### config.mk
export PLATFORM = sky130hd
export DESIGN_NAME = rls_resize
export DESIGN_NICKNAME = d
export VERILOG_FILES = /design/src/sv/rls_pkg.sv /design/src/sv/rls_resize.sv
export SDC_FILE = /design/constraint.sdc
export NUM_CORES = 2
export LEC_CHECK = 0
export BUFFER_PORTS_ARGS = -buffer_cell sky130_fd_sc_hd__buf_2
export CAP_MARGIN = 20
export CORE_MARGIN = 5
export CORE_UTILIZATION = 30
export DETAILED_ROUTE_END_ITERATION = 16
export MAX_ROUTING_LAYER = met4
export PLACE_DENSITY_LB_ADDON = 0.12
export SYNTH_ARGS = -nofsm -noshare
export SYNTH_HDL_FRONTEND = slang
export SYNTH_SLANG_ARGS = --single-unit
### constraint.sdc
create_clock -name clk -period 10.6 [get_ports clk]
set_input_delay 1.06 -clock clk [delete_from_list [all_inputs] [get_ports clk]]
set_output_delay 1.06 -clock clk [all_outputs]
set_load 0.01 [all_outputs]
### src/sv/rls_pkg.sv
// Shared types, constants and helpers of the resizing LIFO stack.
package rls_pkg;

	localparam int RLS_MAX_DEPTH    = 1024;
	localparam int RLS_MIN_CAPACITY = 10;
	localparam int RLS_DATA_WIDTH   = 32;

	localparam int RLS_VAL_W  = 32;
	localparam int RLS_CTR_W  = 32;
	localparam int RLS_FRAC_W = 16;
	localparam int RLS_GF_W   = 12;

	localparam logic [RLS_FRAC_W-1:0] RLS_FULL_THR_RST  = 16'd55706;
	localparam logic [RLS_FRAC_W-1:0] RLS_EMPTY_THR_RST = 16'd9830;
	localparam logic [RLS_GF_W-1:0]   RLS_GROW_RST      = 12'd512;
	localparam logic [RLS_FRAC_W-1:0] RLS_SHRINK_RST    = 16'd32768;
	localparam logic [RLS_GF_W-1:0]   RLS_GROW_ONE      = 12'd256;

	localparam logic signed [RLS_VAL_W-1:0] RLS_EMPTY_MARK = -32'sd99;

	typedef enum logic [1:0] {
		CFG_FULL_THR   = 2'd0,
		CFG_EMPTY_THR  = 2'd1,
		CFG_GROW       = 2'd2,
		CFG_SHRINK     = 2'd3
	} rls_cfg_idx_t;

	typedef enum logic {
		KIND_PUSH = 1'b0,
		KIND_POP  = 1'b1
	} rls_kind_t;

	typedef enum logic {
		ST_IDLE = 1'b0,
		ST_EXEC = 1'b1
	} rls_state_t;

	typedef struct packed {
		logic grew;
		logic shrank;
		logic truncated;
	} rls_flags_t;

	function automatic logic [RLS_CTR_W-1:0] sat_inc(input logic [RLS_CTR_W-1:0] v);
		return (&v) ? v : v + RLS_CTR_W'(1);
	endfunction

endpackage

### src/sv/rls_resize.sv
// Capacity resize unit: registered threshold and scale products, grow/shrink decision.
module rls_resize #(
	parameter int MAX_DEPTH    = rls_pkg::RLS_MAX_DEPTH,
	parameter int MIN_CAPACITY = rls_pkg::RLS_MIN_CAPACITY,
	parameter int CW           = 11
) (
	input  logic                          clk,
	input  logic [rls_pkg::RLS_FRAC_W-1:0] full_thr,
	input  logic [rls_pkg::RLS_FRAC_W-1:0] empty_thr,
	input  logic [rls_pkg::RLS_GF_W-1:0]   grow_factor,
	input  logic [rls_pkg::RLS_FRAC_W-1:0] shrink_frac,
	input  logic [CW-1:0]                 cap,
	input  logic                          en,
	input  logic [CW-1:0]                 cnt,
	output logic [CW-1:0]                 cap_out,
	output logic [CW-1:0]                 cnt_out,
	output rls_pkg::rls_flags_t           flags
);
	import rls_pkg::*;

	localparam int PW = CW + RLS_FRAC_W;
	localparam int GW = CW + RLS_GF_W;

	logic [PW-1:0]       ft_prod_s1;
	logic [PW-1:0]       et_prod_s1;
	logic [GW-1:0]       gr_prod_s1;
	logic [PW-1:0]       sr_prod_s1;
	logic [RLS_GF_W-1:0] gf_eff;

	logic [CW-1:0]   cnt_m1;
	logic [PW-1:0]   lhs;
	logic            grow_hit;
	logic            low_hit;
	logic            do_grow;
	logic            do_shrink;
	logic [CW+3:0]   grow_q;
	logic [CW-1:0]   grow_n;
	logic [CW-1:0]   shrink_raw;
	logic [CW-1:0]   shrink_n;

	assign gf_eff = (grow_factor < RLS_GROW_ONE) ? RLS_GROW_ONE : grow_factor;

	always_ff @(posedge clk) begin
		ft_prod_s1 <= PW'(full_thr) * PW'(cap);
		et_prod_s1 <= PW'(empty_thr) * PW'(cap);
		gr_prod_s1 <= GW'(gf_eff) * GW'(cap);
		sr_prod_s1 <= PW'(shrink_frac) * PW'(cap);
	end

	always_comb begin
		cnt_m1     = cnt - CW'(1);
		lhs        = {cnt_m1, {RLS_FRAC_W{1'b0}}};
		grow_hit   = (cnt != '0) && (lhs >= ft_prod_s1);
		low_hit    = (cnt == '0) || (lhs <= et_prod_s1);
		do_grow    = en && grow_hit;
		do_shrink  = en && !grow_hit && low_hit && (cap > CW'(MIN_CAPACITY));
		grow_q     = gr_prod_s1[GW-1:8];
		grow_n     = (grow_q > (CW+4)'(MAX_DEPTH)) ? CW'(MAX_DEPTH) : grow_q[CW-1:0];
		shrink_raw = cap - sr_prod_s1[PW-1:RLS_FRAC_W];
		shrink_n   = (shrink_raw < CW'(MIN_CAPACITY)) ? CW'(MIN_CAPACITY) : shrink_raw;

		flags.grew      = do_grow;
		flags.shrank    = do_shrink;
		flags.truncated = do_shrink && (cnt > shrink_n);
		cap_out         = do_grow ? grow_n : (do_shrink ? shrink_n : cap);
		cnt_out         = flags.truncated ? shrink_n : cnt;
	end

endmodule

==> results.cfg <==
[route]
first_iter_violations = 847
ant_nets = 0
drc_errors = 0
wire_per_inst_um = 18.4
dr.pass1.iters = 5
routed_wl_um = 70800
num_vias = 18093
vias_per_cell = 4.71

[placed_design]
dp_hpwl_um = 57100
routabilityCongestion = 0.815
io_buffers = 108
dp.cells = 3819
dpl_cell_area_sq_um = 25500
dp_slack_ps = 2780

[worst_setup_path]
cp_common_cell = o21a_1
crit_buf_inv = 4
cp.arrival_ps = 6570
crit_path_cell_trace = buf_2 -> inv_1 -> fa_1 -> nor2b_1 -> o2111ai_1 -> nand3_1 -> a31o_2 -> a21oi_1 -> xnor2_1 -> a21boi_0 -> ha_1 -> nor2b_1 -> o21a_1 -> o21a_1 -> o21a_1 -> o21ai_0 -> nand2b_1 -> a221oi_1 -> nor3_2 -> buf_6 -> mux2i_1 -> buf_2
required_ps = 9540
crit_fanout = 25
critPathCaptureType = primary output
start_kind = primary input
path_class = in -> out
cp_slowest_cell = xnor2_1
critical_path.top_delay_family = compound AO/OA/AOI/OAI gates
slowest_delay_ps = 560
crit_cells = 22

[clock_network]
htreeDepth = 3
cts_resized = 0
cts_buffers = 9
clock_path_buffers = 2
cts_tree = built
root_buffer = clkbuf_16
postCtsHoldBufs = 0
cts_sinks = 80
post_cts_buffers = 0
clk_pin_slew_ps = 80

[floorplanning]
ios = 109
coreArea_sq_um = 80000
rows = 104
die_y_um = 293
dieArea_sq_um = 86100
chipWidth_um = 293
start_util_pct = 30.1

[final_layout]
nNetsFinal = 3612
fin_util_pct = 32.3
drive_gt1_share_pct = 5.87
final_cell_area_sq_um = 25900
synthToLayoutAreaGrowth_pct = 7.44
final_cells = 3839

[global_routing]
gr-usage-all-layers_pct = 17.3
antenna_found_initial = 5
gr-total-overflow = 0
grt_pass1_vias = 19741
grt_max_degree = 55
grt_pass1_wl_um = 113000

[synth]
syn_inst = 2779
yosys_warnings = 0
yosysSeqAreaShare_pct = 6.65
synth-edff-count = 0
yosysUniqueCellTypes = 63
syn_nets = 3620
synthArstFlopShare_pct = 0
synth_area_per_cell_sq_um = 8.67
synth_area_sq_um = 24100
synth-main-ff-cell = dfxtp_1
ys_ff_latch = 80

[min_path]
whs_path_depth = 2
worst_hold_path_type = in -> reg

[timing]
finalCriticalPeriod_ps = 7630
timing.final.ws_setup_ps = 2970
finalSetupViolations = 0
whs_ps = 1080
rsz0062_at_grt = false
post-route-period-util_pct = 71.9
hold_violations = 0
slew_headroom_pct = 29.8
tns_ps = 0
worst_slew_pin_slew_ps = 1050
final_max_slew_viol_count = 0
fmax_mhz = 131

[power]
power_density_nw_per_um2 = 249
ir_worst_vdd_v = 0.000159
p_seq_share_pct = 9.2
p_clk_share_pct = 5.6
p_leak_nw = 13.3
finalPower_mw = 6.45
p_int_mw = 3.09
netSwitchingFraction_pct = 52.2
p_sw_mw = 3.36
combPwrFrac_pct = 85.2

[status]
status = finished clean

[job]
drv_cap = 0
## power by group through the flow
stage | Sequential (mW) | Clock, mW | Combinational [mW]
finish | 0.591 | 0.364 | 5.50
global route | 0.605 | 0.391 | 6.34
CTS | 0.595 | 0.382 | 5.60
detailed placement | 0.600 | 0 | 5.55
global placement | 0.600 | 0 | 5.52
floorplan | 0.563 | 0 | 4.13
## cell families after synthesis
group / after synthesis / share of synthesized area (%)
simple gates: 874 / 18.2
fa+ha+maj: 757 / 53.7
buf+inv: 743 / 11.6
compound gates: 226 / 6.06
xor+xnor: 84 / 3.05
flops: 80 / 6.65
mux: 15 / 0.654
## layout make-up
| type | count | area (sq um) |
|---|---|---|
| timing repair buffer | 127 | 684 |
| clock inverter | 7 | 109 |
| fill | 8529 | 54100 |
| multi-input combinational | 1956 | 19700 |
| tap | 1060 | 1330 |
| clock buffer | 9 | 225 |
| sequential | 80 | 1600 |
| inverter | 597 | 2240 |
| antenna | 3 | 7.51 |
## cell usage after synthesis, drive strengths merged, types with 26 or more instances
master	count	area share (%)
o21ai	48	1.0
nand2	376	5.9
nand3	37	0.77
dfxtp	80	6.6
a21o	30	0.93
nor2	46	0.72
xor2	26	0.95
clkbuf	141	2.2
and2	274	7.1
xnor2	58	2.1
fa	463	38
inv	597	9.3
a21oi	67	1.4
and3	50	1.3
ha	294	15
## sequential cells by signal, summed over array words and instances (netlist names)
signal	flops
ft_prod_s1	27
gr_prod_s1	15
et_prod_s1	27
sr_prod_s1	11
## worst paths after layout
| kind | from | to | slack [ps] |
|---|---|---|---|
| setup / recovery | cap[1] | cnt_out[1] | 2970 |
| hold / removal | full_thr[0] | ft_prod_s1[0] | 1080 |
## cells in the final DEF (no fill, tap or decap), types with 6 or more instances in the layout
master / Yosys / routed
a211oi_1: 8 / 8
a21o_1: 30 / 30
a21oi_1: 66 / 66
a31oi_1: 11 / 11
and2_1: 274 / 274
and3_1: 50 / 50
buf_2: 0 / 109
buf_4: 3 / 17
clkbuf_16: 0 / 9
dfxtp_1: 80 / 80
fa_1: 463 / 463
ha_1: 294 / 294
inv_1: 597 / 597
mux2_2: 6 / 6
mux2i_1: 9 / 9
nand2_1: 375 / 375
nand2b_1: 18 / 18
nand3_1: 37 / 37
nand4_1: 11 / 11
nor2_1: 46 / 46
nor2b_1: 10 / 10
nor3_1: 16 / 16
nor4_1: 11 / 11
o211ai_1: 10 / 10
o21a_1: 9 / 9
o21ai_0: 47 / 47
o21bai_1: 11 / 11
xnor2_1: 58 / 58
xor2_1: 26 / 26
## layer usage
| layer | global-route usage (%) | share of wire [%] | vias to the layer above |
|---|---|---|---|
| met5 | - | 0 | - |
| met1 | 24.3 | 49 | 9281 |
| met4 | 3.76 | 2.0 | 0 |
| li1 | - | - | 8418 |
| met2 | 27.1 | 45 | 342 |
| met3 | 2.37 | 4.2 | 52 |
No activity file was read; power rests on OpenSTA's default activity.
